File: config.mk
export PLATFORM = sky130hd
export DESIGN_NAME = ordered_list_insert_delete_search
export DESIGN_NICKNAME = d
export VERILOG_FILES = /design/src/olids_pkg.sv /design/src/olids_store.sv /design/src/olids_seq.sv /design/src/ordered_list_insert_delete_search.sv
export SDC_FILE = /design/constraint.sdc
export NUM_CORES = 1
export LEC_CHECK = 0
export BUFFER_PORTS_ARGS = -buffer_cell sky130_fd_sc_hd__buf_4
export CAP_MARGIN = 20
export CORE_ASPECT_RATIO = 0.5
export CORE_UTILIZATION = 45
export DETAILED_ROUTE_END_ITERATION = 10
export GPL_TIMING_DRIVEN = 0
export PLACE_DENSITY = 0.64
export SYNTH_ARGS = -nofsm -noshare
export SYNTH_HDL_FRONTEND = slang
export SYNTH_HIERARCHICAL = 1
export SYNTH_SLANG_ARGS = --single-unit
File: constraint.sdc
create_clock -name clk -period 8.1 [get_ports clk]
set_input_delay 1.62 -clock clk [delete_from_list [all_inputs] [get_ports clk]]
set_output_delay 1.62 -clock clk [all_outputs]
set_load 0.005 [all_outputs]
File: src/olids_pkg.sv
package olids_pkg;

  // Request actions
  typedef enum logic [1:0] {
    ACT_INSERT = 2'd0,
    ACT_DELETE = 2'd1,
    ACT_GET    = 2'd2,
    ACT_LOCATE = 2'd3
  } olids_act_t;

  // Result status codes
  typedef enum logic [1:0] {
    ST_DONE  = 2'd0,
    ST_RANGE = 2'd1,
    ST_FULL  = 2'd2
  } olids_status_t;

  // Sequencer states
  typedef enum logic [3:0] {
    S_IDLE,
    S_CHECK,
    S_INS,
    S_PUT,
    S_DEL,
    S_GET,
    S_GETW,
    S_LOC,
    S_DONE
  } olids_state_t;

  // Finished result handed from the sequencer to the output register
  typedef struct packed {
    logic               valid;
    olids_status_t      status;
    logic signed [31:0] value_out;
    logic [4:0]         found_position;
    logic [4:0]         count_out;
  } olids_res_t;

  localparam int unsigned DATA_W = 32;
  localparam int unsigned FIELD_W = 5;
  localparam logic [FIELD_W-1:0] LIMIT_RESET = 5'd10;

endpackage

File: src/olids_store.sv
module olids_store import olids_pkg::*; #(
  parameter int DEPTH = 16
) (
  input  logic                       clk,
  input  logic                       wr_en,
  input  logic [$clog2(DEPTH)-1:0]   wr_addr,
  input  logic signed [DATA_W-1:0]   wr_data,
  input  logic                       rd_en,
  input  logic [$clog2(DEPTH)-1:0]   rd_addr,
  output logic signed [DATA_W-1:0]   rd_data
);

  logic signed [DATA_W-1:0] mem [DEPTH];

  always_ff @(posedge clk) begin
    if (wr_en) begin
      mem[wr_addr] <= wr_data;
    end
  end

  always_ff @(posedge clk) begin
    if (rd_en) begin
      rd_data <= mem[rd_addr];
    end
  end

endmodule

File: src/olids_seq.sv
module olids_seq import olids_pkg::*; #(
  parameter int DEPTH = 16
) (
  input  logic                       clk,
  input  logic                       rst_n,
  // request
  input  logic                       req_valid,
  output logic                       req_stall,
  input  olids_act_t                 req_action,
  input  logic [FIELD_W-1:0]         req_position,
  input  logic signed [DATA_W-1:0]   req_value,
  input  logic [FIELD_W-1:0]         limit,
  // result
  output olids_res_t                 res,
  input  logic                       res_take,
  // store
  output logic                       wr_en,
  output logic [$clog2(DEPTH)-1:0]   wr_addr,
  output logic signed [DATA_W-1:0]   wr_data,
  output logic                       rd_en,
  output logic [$clog2(DEPTH)-1:0]   rd_addr,
  input  logic signed [DATA_W-1:0]   rd_data
);

  localparam int AW = $clog2(DEPTH);
  // count never exceeds the 5-bit limit nor the store depth
  localparam int CW = (DEPTH < 31) ? $clog2(DEPTH + 1) : FIELD_W;
  localparam logic [5:0] DEPTH_K = 6'((DEPTH > 32) ? 32 : DEPTH);

  olids_state_t             state_r, state_nxt;
  olids_act_t               act_r;
  logic [FIELD_W-1:0]       pos_r;
  logic signed [DATA_W-1:0] val_r;
  logic [CW-1:0]            cnt_r, cnt_nxt;
  logic [CW-1:0]            idx_r, idx_nxt;
  logic [CW-1:0]            tgt_r, tgt_nxt;
  logic                     pend_r, pend_nxt;
  logic                     first_r, first_nxt;
  olids_status_t            status_r, status_nxt;
  logic signed [DATA_W-1:0] vout_r, vout_nxt;
  logic [FIELD_W-1:0]       found_r, found_nxt;

  logic [5:0] pos6, cnt6, idx6, lim6, eff6;
  logic       ins_bad, ins_full, sel_bad, ins_more, scan_more, loc_hit, accept;

  assign pos6      = {1'b0, pos_r};
  assign cnt6      = 6'(cnt_r);
  assign idx6      = 6'(idx_r);
  assign lim6      = {1'b0, limit};
  assign eff6      = (lim6 > DEPTH_K) ? DEPTH_K : lim6;
  assign ins_bad   = (pos_r == '0) || (pos6 > cnt6 + 6'd1);
  assign ins_full  = cnt6 >= eff6;
  assign sel_bad   = (pos_r == '0) || (pos6 > cnt6);
  assign ins_more  = idx6 >= pos6;
  assign scan_more = idx_r < cnt_r;
  assign loc_hit   = pend_r && (rd_data == val_r);
  assign accept    = req_valid && !req_stall;

  assign req_stall = (state_r != S_IDLE);

  // next state
  always_comb begin
    state_nxt = state_r;
    case (state_r)
      S_IDLE: begin
        if (req_valid) state_nxt = S_CHECK;
      end
      S_CHECK: begin
        case (act_r)
          ACT_INSERT: state_nxt = (ins_bad || ins_full) ? S_DONE : S_INS;
          ACT_DELETE: state_nxt = sel_bad ? S_DONE : S_DEL;
          ACT_GET:    state_nxt = sel_bad ? S_DONE : S_GET;
          default:    state_nxt = S_LOC;
        endcase
      end
      S_INS: begin
        if (!ins_more) state_nxt = S_PUT;
      end
      S_PUT:  state_nxt = S_DONE;
      S_DEL: begin
        if (!scan_more) state_nxt = S_DONE;
      end
      S_GET:  state_nxt = S_GETW;
      S_GETW: state_nxt = S_DONE;
      S_LOC: begin
        if (loc_hit || !scan_more) state_nxt = S_DONE;
      end
      S_DONE: begin
        if (res_take) state_nxt = S_IDLE;
      end
      default: state_nxt = S_IDLE;
    endcase
  end

  // datapath and store controls
  always_comb begin
    cnt_nxt    = cnt_r;
    idx_nxt    = idx_r;
    tgt_nxt    = tgt_r;
    pend_nxt   = 1'b0;
    first_nxt  = first_r;
    status_nxt = status_r;
    vout_nxt   = vout_r;
    found_nxt  = found_r;
    wr_en      = 1'b0;
    wr_addr    = AW'(tgt_r);
    wr_data    = rd_data;
    rd_en      = 1'b0;
    rd_addr    = AW'(idx_r);
    case (state_r)
      S_CHECK: begin
        status_nxt = ST_DONE;
        vout_nxt   = '0;
        found_nxt  = '0;
        first_nxt  = 1'b1;
        case (act_r)
          ACT_INSERT: begin
            if (ins_bad) status_nxt = ST_RANGE;
            else if (ins_full) status_nxt = ST_FULL;
            idx_nxt = cnt_r;
          end
          ACT_DELETE, ACT_GET: begin
            if (sel_bad) status_nxt = ST_RANGE;
            idx_nxt = CW'(pos6 - 6'd1);
          end
          default: idx_nxt = '0;
        endcase
      end
      S_INS: begin
        // commit the move read last cycle, fetch the next one down
        wr_en = pend_r;
        if (ins_more) begin
          rd_en    = 1'b1;
          rd_addr  = AW'(idx_r - CW'(1));
          pend_nxt = 1'b1;
          tgt_nxt  = idx_r;
          idx_nxt  = idx_r - CW'(1);
        end
      end
      S_PUT: begin
        wr_en   = 1'b1;
        wr_addr = AW'(pos6 - 6'd1);
        wr_data = val_r;
        cnt_nxt = cnt_r + CW'(1);
      end
      S_DEL: begin
        if (pend_r) begin
          if (first_r) begin
            vout_nxt  = rd_data;
            first_nxt = 1'b0;
          end else begin
            wr_en = 1'b1;
          end
        end
        if (scan_more) begin
          rd_en    = 1'b1;
          pend_nxt = 1'b1;
          tgt_nxt  = idx_r - CW'(1);
          idx_nxt  = idx_r + CW'(1);
        end else begin
          cnt_nxt = cnt_r - CW'(1);
        end
      end
      S_GET: begin
        rd_en = 1'b1;
      end
      S_GETW: begin
        vout_nxt = rd_data;
      end
      S_LOC: begin
        if (loc_hit) begin
          found_nxt = 5'(6'(tgt_r) + 6'd1);
        end else if (scan_more) begin
          rd_en    = 1'b1;
          pend_nxt = 1'b1;
          tgt_nxt  = idx_r;
          idx_nxt  = idx_r + CW'(1);
        end
      end
      default: ;
    endcase
  end

  always_comb begin
    res.valid          = (state_r == S_DONE);
    res.status         = status_r;
    res.value_out      = vout_r;
    res.found_position = found_r;
    res.count_out      = 5'(cnt_r);
  end

  always_ff @(posedge clk) begin
    if (!rst_n) begin
      state_r <= S_IDLE;
      cnt_r   <= '0;
      pend_r  <= 1'b0;
    end else begin
      state_r <= state_nxt;
      cnt_r   <= cnt_nxt;
      pend_r  <= pend_nxt;
    end
  end

  always_ff @(posedge clk) begin
    if (accept) begin
      act_r <= req_action;
      pos_r <= req_position;
      val_r <= req_value;
    end
    idx_r    <= idx_nxt;
    tgt_r    <= tgt_nxt;
    first_r  <= first_nxt;
    status_r <= status_nxt;
    vout_r   <= vout_nxt;
    found_r  <= found_nxt;
  end

endmodule

File: src/ordered_list_insert_delete_search.sv
// Channel  | ports                                            | direction
// ---------+--------------------------------------------------+----------
// in       | in_valid, in_stall, in_action, in_position,      | request
//          | in_value                                         |
// out      | out_valid, out_stall, out_status, out_value_out, | result
//          | out_found_position, out_count_out                |
// cfg      | cfg_we, cfg_wdata (capacity limit)               | write only
//
// One word at a time: the input stalls from one accept until the sequencer
// hands the result to the output register. A refused request or a get needs
// no walk; a delete, locate or insert walks entries one by one, so it lasts
// longer the more entries lie in its path. The shift or search walk goes over
// the store's single read port and single write port (one entry per cycle).
// Reset clears the entry count and loads the capacity limit with 10; the
// store itself holds garbage until written, and only written entries are read.
// A new word is taken while the previous result still waits in the output
// register; a stalled result holds the sequencer in its final state.
module ordered_list_insert_delete_search import olids_pkg::*; #(
  parameter int DEPTH = 16
) (
  input  logic                     clk,
  input  logic                     rst_n,
  // request channel
  input  logic                     in_valid,
  output logic                     in_stall,
  input  logic [1:0]               in_action,
  input  logic [4:0]               in_position,
  input  logic signed [31:0]       in_value,
  // result channel
  output logic                     out_valid,
  input  logic                     out_stall,
  output logic [1:0]               out_status,
  output logic signed [31:0]       out_value_out,
  output logic [4:0]               out_found_position,
  output logic [4:0]               out_count_out,
  // configuration
  input  logic                     cfg_we,
  input  logic [4:0]               cfg_wdata
);

  logic [FIELD_W-1:0]       limit_r;
  olids_res_t               res;
  logic                     res_take;

  logic                     wr_en, rd_en;
  logic [$clog2(DEPTH)-1:0] wr_addr, rd_addr;
  logic signed [DATA_W-1:0] wr_data, rd_data;

  logic                     out_valid_r;
  olids_status_t            out_status_r;
  logic signed [DATA_W-1:0] out_value_r;
  logic [FIELD_W-1:0]       out_found_r;
  logic [FIELD_W-1:0]       out_count_r;

  // capacity limit register
  always_ff @(posedge clk) begin
    if (!rst_n) begin
      limit_r <= LIMIT_RESET;
    end else if (cfg_we) begin
      limit_r <= cfg_wdata;
    end
  end

  olids_seq #(.DEPTH(DEPTH)) u_seq (
    .clk          (clk),
    .rst_n        (rst_n),
    .req_valid    (in_valid),
    .req_stall    (in_stall),
    .req_action   (olids_act_t'(in_action)),
    .req_position (in_position),
    .req_value    (in_value),
    .limit        (limit_r),
    .res          (res),
    .res_take     (res_take),
    .wr_en        (wr_en),
    .wr_addr      (wr_addr),
    .wr_data      (wr_data),
    .rd_en        (rd_en),
    .rd_addr      (rd_addr),
    .rd_data      (rd_data)
  );

  olids_store #(.DEPTH(DEPTH)) u_store (
    .clk     (clk),
    .wr_en   (wr_en),
    .wr_addr (wr_addr),
    .wr_data (wr_data),
    .rd_en   (rd_en),
    .rd_addr (rd_addr),
    .rd_data (rd_data)
  );

  // Output register: take a finished result whenever the slot is empty or
  // being drained this cycle.
  assign res_take = res.valid && (!out_valid_r || !out_stall);

  always_ff @(posedge clk) begin
    if (!rst_n) begin
      out_valid_r <= 1'b0;
    end else if (res_take) begin
      out_valid_r <= 1'b1;
    end else if (!out_stall) begin
      out_valid_r <= 1'b0;
    end
  end

  // hold payload while stalled; load only on a new result
  always_ff @(posedge clk) begin
    if (res_take) begin
      out_status_r <= res.status;
      out_value_r  <= res.value_out;
      out_found_r  <= res.found_position;
      out_count_r  <= res.count_out;
    end
  end

  assign out_valid          = out_valid_r;
  assign out_status         = out_status_r;
  assign out_value_out      = out_value_r;
  assign out_found_position = out_found_r;
  assign out_count_out      = out_count_r;

endmodule

; Word level (Yosys, flattened, before mapping)
; Memory sizes are Yosys's and may differ from the RTL's. A register that Yosys moved wholly into a read port is not among the register bits.
; Cells that the tools add are included.
[word_totals]
register_bits = 149
ram_bits = 512
inputBits = 49
out_inout_bits = 46
elab_cells = 137
mem_count = 1
[classes]
n_addsub = 7
magnitude_cmp = 6
n_eq_ne = 24
mux = 50
n_reduce_logical = 31
[memory_table]
columns = memory, words, width, read_ports, rd_clocked_by_memory_dff, write_ports, line
row1 = u_store.mem, 16, 32, 1, 1, 1, olids_store.sv:13  ; logic signed [DATA_W-1:0] mem [DEPTH];
[ops]
columns = op, count
row1 = $mux 32, 3
row2 = $pmux 32 s3, 1
row3 = $mux 5, 10
row4 = $mux 4, 11
row5 = $eq 32x32->1, 1
row6 = $pmux 4 s8, 1
row7 = $pmux 5 s2, 3
row8 = $pmux 5 s4, 1
row9 = $ne 2x1->1 const B, 9
row10 = $eq 4x3->1 const B, 4
row11 = $add 5x1->5 const B, 3
row12 = $pmux 5 s3, 1
row13 = $sub 5x1->5 const B, 3
row14 = $pmux 4 s3, 1
row15 = $mux 1, 11
row16 = $reduce_and 5->1, 2
row17 = $eq 4x2->1 const B, 2
row18 = $ne 2x2->1 const B, 4
row19 = $reduce_bool 4->1, 2
row20 = $add 5x1->6 const B, 1
row21 = $ge 5x6->1, 1
row22 = $gt 5x6->1, 1
row23 = $pmux 1 s3, 2
row24 = $reduce_and 2->1, 3
row25 = other kinds (22), 37

; Longest topological paths before layout
; Gate-level depths: netlist of the first run.
[depth]
word_depth = 7
mapped_depth = 14
depth_no_buf = 11

; By module
; The synthesis of the first run kept the hierarchy.
[by_module_without_submodules]
columns = mod, instances, cells_each, area_per_inst_um2, seq_area_each_um2
row1 = olids_store, 1, 838, 20155.6, 16335.7
row2 = olids_seq, 1, 585, 5800.6, 2872.8
row3 = ordered_list_insert_delete_search, 1, 64, 1547.7, 1441.4

; Worst setup path after synthesis of the first run
; No wires, ideal clock.
[synth_path]
kind = input port to flip-flop
start = input port out_stall
end = register u_seq.state_r[3]
setup_time_ps = 131
arrival_time_ps = 5593
t_required_ps = 7969
slack_ps = 2376
stages = 4
n_path_buf = 0
cell_sequence = a21boi_0 > o21ai_0 > nand2_1 > a221oi_2
[synth_between]
elab_chain_cells = 5
[synth_rtl]
columns = element, line
row1 = from (decl), ordered_list_insert_delete_search.sv:31  ; input logic out_stall,
row2 = $logic_not 1->1, n/a
row3 = $logic_or 1x1->1, ordered_list_insert_delete_search.sv:95  ; assign res_take = res.valid && (!out_valid_r || !out_stall);
row4 = $logic_and 1x1->1, ordered_list_insert_delete_search.sv:95
row5 = $ne 2x1->1 (no line), n/a
row6 = $reduce_and 5->1 (no line), n/a
row7 = to (signal assigned), olids_seq.sv:198  ; state_r <= state_nxt;
row8 = to (decl), olids_seq.sv:30  ; olids_state_t state_r, state_nxt;
; Every way passes these cells.
; A chain may end at the register's enable or synchronous reset.

; Worst setup path in the final report of the first run
[layout_path]
start = register u_seq.state_r[2]
end = memory u_store.mem[0][20], enable pin
[layout_between]
elab_chain_cells = 4
elab_cells_between_ends = 7
cone_classes = eq/ne: 3 / mux: 4
[layout_rtl]
columns = element, line
row1 = $eq 4x3->1 / $eq 4x2->1 (equally long branches), olids_seq.sv:110  ; case (state_r)
row2 = $pmux 1 s3 (*), olids_seq.sv:110
row3 = via wr_en, ordered_list_insert_delete_search.sv:45  ; logic wr_en, rd_en;
row4 = $mux 1 (*), olids_store.sv:16  ; if (wr_en) begin
row5 = $mux 1 (implied by the code) (*), olids_store.sv:17  ; mem[wr_addr] <= wr_data;
row6 = to (decl), olids_store.sv:13
; The timed path passes the listed nets; every way through them passes the cells marked *.

==> results of run 1 <==
## flip-flops by register name, indices dropped and copies added (netlist names), 4 cells and up
| name | cells |
|---|---|
| limit_r | 5 |
| out_count_out | 5 |
| out_found_position | 5 |
| out_value_out | 32 |
| u_seq/cnt_r | 5 |
| u_seq/found_r | 5 |
| u_seq/idx_r | 5 |
| u_seq/pos_r | 5 |
| u_seq/state_r | 4 |
| u_seq/tgt_r | 5 |
| u_seq/val_r | 32 |
| u_seq/vout_r | 32 |
| u_store/mem | 512 |
| u_store/rd_data | 32 |
## path summary, 6_finish.rpt
check,from,endpoint,slack [ps],depth (start not counted)
max,u_seq/state_r[2],u_store/mem[0][20],3440,13
min,u_seq/vout_r[2],out_value_out[2],420,0
max reg2reg,u_seq/state_r[2],u_store/mem[0][20],3440,13
min reg2reg,u_seq/vout_r[2],out_value_out[2],420,0
## per-stage QoR
| stage | utilization | hold WS, ps |
|---|---|---|
| after floorplan | - | 400 |
| after global placement | 0.488 | 402 |
| after detailed placement | 0.501 | 405 |
| after CTS | 0.533 | 421 |
| after global routing | 0.534 | 427 |
| final | 0.534 | 419 |
## final cells by class
type                    count  area [µm²]
diodes                      1        2.50
repair buffers            131        1350
clock inverters            41         414
clock buffers              67        1510
multi-input cells         699        6590
inverters                  25        93.8
well taps                 812        1020
fillers                  4658       27900
flip-flops and latches    693       20600
plain buffers              70         313
## synthesized netlist by cell type, drive strengths merged (2+ instances only)
cell type  instances  share of area
nand2            173          0.024
a31oi              2        0.00045
o31ai              3        0.00082
a22oi             67          0.018
dfxtp             16          0.012
mux2i              8         0.0029
nand4              4        0.00091
and3              37         0.0085
xor2              22         0.0070
a31o               2        0.00064
o2111ai            2        0.00064
a211oi             5         0.0014
edfxtp           677           0.74
ha                37          0.017
or4                2        0.00068
o211ai             4         0.0011
clkbuf            42         0.0057
a21o               6         0.0017
or2                4        0.00091
nor3b              2        0.00055
nand3b             3        0.00082
nor2              41         0.0056
nand3             14         0.0027
mux4             128           0.10
a21oi             19         0.0035
nor2b             15         0.0034
a221o              2        0.00073
and2               3        0.00068
nor4               5         0.0011
o21ai             17         0.0031
or3                2        0.00050
o221ai             3        0.00096
buf               28         0.0056
a22o               5         0.0016
nor3              11         0.0020
nand2b             8         0.0018
inv               25         0.0034
xnor2             30         0.0096
## per-layer routing
metal / track usage / wire [µm]
met5: 0 / 7
met4: 0.0495 / 1240
met3: 0.0419 / 6710
met2: 0.327 / 30300
met1: 0.332 / 28700
## logic make-up after synthesis
| group | Yosys count | share of synthesized area |
|---|---|---|
| xor gates and xnor gates | 52 | 0.0166 |
| adders and majority gates | 38 | 0.0176 |
| muxes | 136 | 0.108 |
| and+or+nand+nor | 329 | 0.0555 |
| AOI/OAI and AO/OA | 144 | 0.0371 |
| buffers and inverters | 95 | 0.0148 |
| DFF | 693 | 0.751 |
## critical path: cells and delay by family (launching register included)
family / cells / cell delay (ps)
and+or+nand+nor: 6 / 1950
DFF: 1 / 310
AOI/OAI and AO/OA: 1 / 330
buffers and inverters: 6 / 1770
## power breakdown
group | total, mW | internal (mW) | switching (mW) | leakage (nW)
Combinational | 3.34 | 1.32 | 2.02 | 3.50
Clock | 2.83 | 1.54 | 1.29 | 0.936
Sequential | 4.73 | 4.56 | 0.167 | 6.27
Total | 10.9 | 7.42 | 3.48 | 10.7
==> impl_metrics.toml, run 1 <==
[drt]
routed_wl_um = 67000
drt-initial-drc-count = 2034
avgViaCountPerCell = 5.84
wl_per_cell_um = 26.4
dr.pass1.iters = 5
drc = 0
ant_nets = 0
vias = 14800

[cts]
ctsHtreeMaxLevel = 2
postCtsHoldBufs = 0
post_cts_resized = 0
cts_setup_buffers = 0
root_buffer = "clkbuf_16"
cts.path.max_buffers = 3
clock_latency_ps = 640
cts_tree = "yes"
cts.sinks = 693
clk_pin_slew_ps = 70
cts_inserted_buffers = 59

[setup_path]
path_class = "register to register"
slowest_stage = "clkbuf_1"
cp_max_fo = 10
startpoint_type = "register"
end_kind = "register"
path_cells = "clkbuf_1 > nor2b_1 > clkbuf_1 > nand3_2 > o21ai_0 > nand2_1 > nand2_1 > or3b_2 > nor3_2 > buf_6 > buf_6 > buf_6 > buf_6"
cp_common_cell = "buf_6"
critPathRequiredTime_ps = 8440
slowest_delay_ps = 800
crit_arrival_ps = 5000

[logic_synthesis]
ys_types = 60
synth_edf_count = 677
syn_area_um2 = 27500
synth_area_per_cell_um2 = 18.5
netlist_instances = 1487
yosysSeqAreaShare = 0.751
synthArstFlopShare = 0
synth_flop_cell = "edfxtp_1"
ys_ff_latch = 693
yosysWarnings = 6
syn_nets = 1574

[floorplan]
rows = 63
core-area_um2 = 59800
die_area_um2 = 62200
die_y_um = 177
start_util = 0.460
die_w_um = 352
pin_count = 95

[placed_design]
place_congestion = 0.837
post-place-ws_ps = 3560
port_buffers = 93
dpl.hpwl_um = 44500
place_area_um2 = 30000
dpl.cell_count = 2429

[power]
power_leakage_nw = 10.7
vdd_drop_max_v = 0.000211
finalPower_mw = 10.9
powerDensity_nw_per_um2 = 341

[sta]
slew_violations = 0
worst_pin_slew_ps = 1150
rsz0062_at_grt = "false"
setup-tns-final_ps = 0
hold_violations = 0
skew_ps = 40.2
period_share = 0.575
worst_slack_ps = 3440
period_minus_slack_ps = 4660
maxSlewHeadroom = 0.229
finalSetupViolations = 0
max_freq_ghz = 0.215

[global_route]
grt_pass1_wl_um = 97100
grt_max_degree = 25
gr-total-overflow = 0
first_global_vias = 14300
antenna_found_initial = 3
globalRouteTotalUtil = 0.219

[finish]
layout_common_cells = "edfxtp_1 (677), nand2_1 (173), mux4_2 (128)"
final_common_cell = "edfxtp_1"
nNetsFinal = 1766
fin_cells = 2539
design_area_um2 = 31900
syn_to_final_growth_pct = 16.1
drive_above_1_share = 0.229

[hold_path]
worstHoldPathType = "register to register"

[flow_run]
cap_violations = 0

[status]
status = "complete, no violations"
No activity file was read; power rests on OpenSTA's default activity.
==> run 2, diff against run 1 <==
- ABC_AREA: unset -> 1
- clock period: 8.1 -> 4.9 ns (I/O delays scaled with it)
==> run 2 against run 1 <==
Compared with the run above:
- die area is 11% higher
- first-iteration DRC count is 23% higher
- sequential power is 65% higher
- total power is 92% higher
- critical path depth stayed put
- cell area is 10% higher
- clock power is 73% higher
- worst hold slack worse by 4.3 ps
==> impl_metrics.toml, run 2 <==
[logic_synthesis]
synthArstFlopShare = 0
yosys.area.top_type = "edfxtp_1"
ys_types = 50
synthTopCellsByCount = "nand2_1 (841), edfxtp_1 (677), inv_1 (490)"
syn_nets = 2963
yosysTopAreaCellShare = 0.667
netlist_instances = 2876
synth_flop_cell = "edfxtp_1"
synth_edf_count = 677
synth.area.top_cells = "edfxtp_1 (67%), nand2_1 (10%), nand3_1 (6.6%), inv_1 (6.0%), ha_1 (1.5%)"
syn_area_um2 = 30500
yosysWarnings = 6
ys_ff_latch = 693
synth_area_per_cell_um2 = 10.6
yosysSeqAreaShare = 0.677
yosysMostFrequentCell = "nand2_1"

[sta]
setup-tns-final_ps = 0
period_share = 0.887
worst_pin_slew_ps = 1200
maxSlewHeadroom = 0.200
max_freq_ghz = 0.230
rsz0062_at_grt = "false"
period_minus_slack_ps = 4350
finalSetupViolations = 0
timing.hold.ws_ps = 415
skew_ps = 26.1
slew_violations = 0
hold_violations = 0
worst_slack_ps = 555

[cts]
cts_inserted_buffers = 66
cts.path.max_buffers = 3
clock_latency_ps = 620
cts_tree = "yes"
cts.sinks = 693
clk_pin_slew_ps = 60
ctsHtreeMaxLevel = 3
post_cts_resized = 0
postCtsHoldBufs = 0
cts_setup_buffers = 0
root_buffer = "clkbuf_16"

[drt]
ant_nets = 0
drc = 0
wl_met3_um = 9020
drt-initial-drc-count = 2502
wl_per_cell_um = 20.9
wl_met1_um = 35000
vias = 21000
wl_met2_um = 38000
routed_wl_um = 84300
avgViaCountPerCell = 5.22
topRoutingLayerUsed = "met4"
dr.pass1.iters = 6

[setup_path]
reg2reg_slack_ps = 550
critPathRequiredTime_ps = 5350
cpLargestDelayFamily = "simple AND/OR/NAND/NOR gates"
r2r_cells = 13
path_class = "register to register"
startpoint_type = "register"
r2r-start = "u_seq/pos_r[4]"
path_cells = "inv_1 > ha_1 > nand2_1 > or3_1 > nand3_1 > nand2_2 > o21ai_0 > buf_4 > clkbuf_1 > nand2_1 > nand3_1 > nand3_1 > nand2_1"
cp_max_fo = 10
r2r-end = "u_store/rd_data[25]"
slowest_stage = "clkbuf_1"
cp_num_buf_inv = 3
slowest_delay_ps = 720
crit_arrival_ps = 4790
end_kind = "register"

[placed_design]
dpl.cell_count = 3917
place_area_um2 = 33100
port_buffers = 93
post-place-ws_ps = 749
place_congestion = 0.883
dpl.hpwl_um = 58700

[status]
status = "complete, no violations"

[finish]
fin_cells = 4032
nNetsFinal = 3177
diodes = 0
drive_above_1_share = 0.124
final_common_cell = "nand2_1"
layout_common_cells = "nand2_1 (841), edfxtp_1 (677), inv_1 (490)"
post-route-util = 0.524
design_area_um2 = 35100
top_register = "u_store/mem"
syn_to_final_growth_pct = 15.2
largest_reg_flops = 512

[floorplan]
die_y_um = 186
die_area_um2 = 68900
pin_count = 95
core-area_um2 = 67000
die_w_um = 370
rows = 67
start_util = 0.455

[power]
finalPower_mw = 21.0
power_leakage_nw = 14.8
powerDensity_nw_per_um2 = 597
vdd_drop_max_v = 0.000463

[global_route]
globalRouteTotalUtil = 0.246
grt_pass1_wl_um = 123000
antenna_found_initial = 1
grt_max_degree = 28
first_global_vias = 19800
gr-total-overflow = 0

[hold_path]
min_from = "u_seq/vout_r[17]"
worstHoldPathType = "register to register"
hold_depth = 0
hold_end = "out_value_out[17]"

[flow_run]
cap_violations = 0
==> run 2: changes by cell type after synthesis, moves of 41 or more <==
cell,previous run,this run
nand2_1,173,841
inv_1,24,490
nand3_1,13,403
mux4_2,128,0
a22oi_1,67,1
nor2_1,41,88
o21ai_0,17,63
buf_2,7,48
==> run 2: final cells by class <==
cell class	count	area, µm²
fillers	5699	31900
repair buffers	146	1380
multi-input cells	1553	7290
inverters	513	1930
plain buffers	117	763
flip-flops and latches	693	20600
clock buffers	87	1750
clock inverters	26	239
well taps	897	1120
==> run 2: worst reg2reg max path, delay by kind of cell (launching register included) <==
family,cells,cell delay [ps]
and+or+nand+nor,8,1570
AOI/OAI and AO/OA,1,710
buffers and inverters,3,1150
adders and majority gates,1,340
DFF,1,450
==> run 2: cells by family after synthesis <==
logic type / count (synthesis) / synth area share
xor gates and xnor gates: 24 / 0.00689
buffers and inverters: 630 / 0.0883
AOI/OAI and AO/OA: 116 / 0.0208
and+or+nand+nor: 1375 / 0.191
DFF: 693 / 0.677
adders and majority gates: 38 / 0.0158
==> run 2: where the power goes <==
group	switching (mW)	total (mW)	internal, mW
logic	5.87	8.26	2.39
clock network	2.16	4.89	2.73
registers	0.268	7.80	7.54
total	8.30	21.0	12.7
==> run 2: worst max path at each step <==
stage | from | endpoint | slack (ps) | cells after the start
after detailed placement | u_seq/pos_r[4] | u_store/rd_data[23] | 750 | 12
after CTS | u_seq/pos_r[4] | u_store/rd_data[23] | 740 | 12
after global routing | u_seq/pos_r[4] | u_store/rd_data[23] | 410 | 12
final | u_seq/pos_r[4] | u_store/rd_data[25] | 550 | 13
after global placement | out_stall | u_seq/state_r[0] | -500 | 8
after floorplan | out_stall | u_seq/state_r[0] | 980 | 7
==> run 2: layer usage <==
metal  vias up  global-route usage
li1       9806                   -
met1     10100               0.343
met2      1026               0.387
met3       128              0.0492
met4         0              0.0798
met5         -                   0
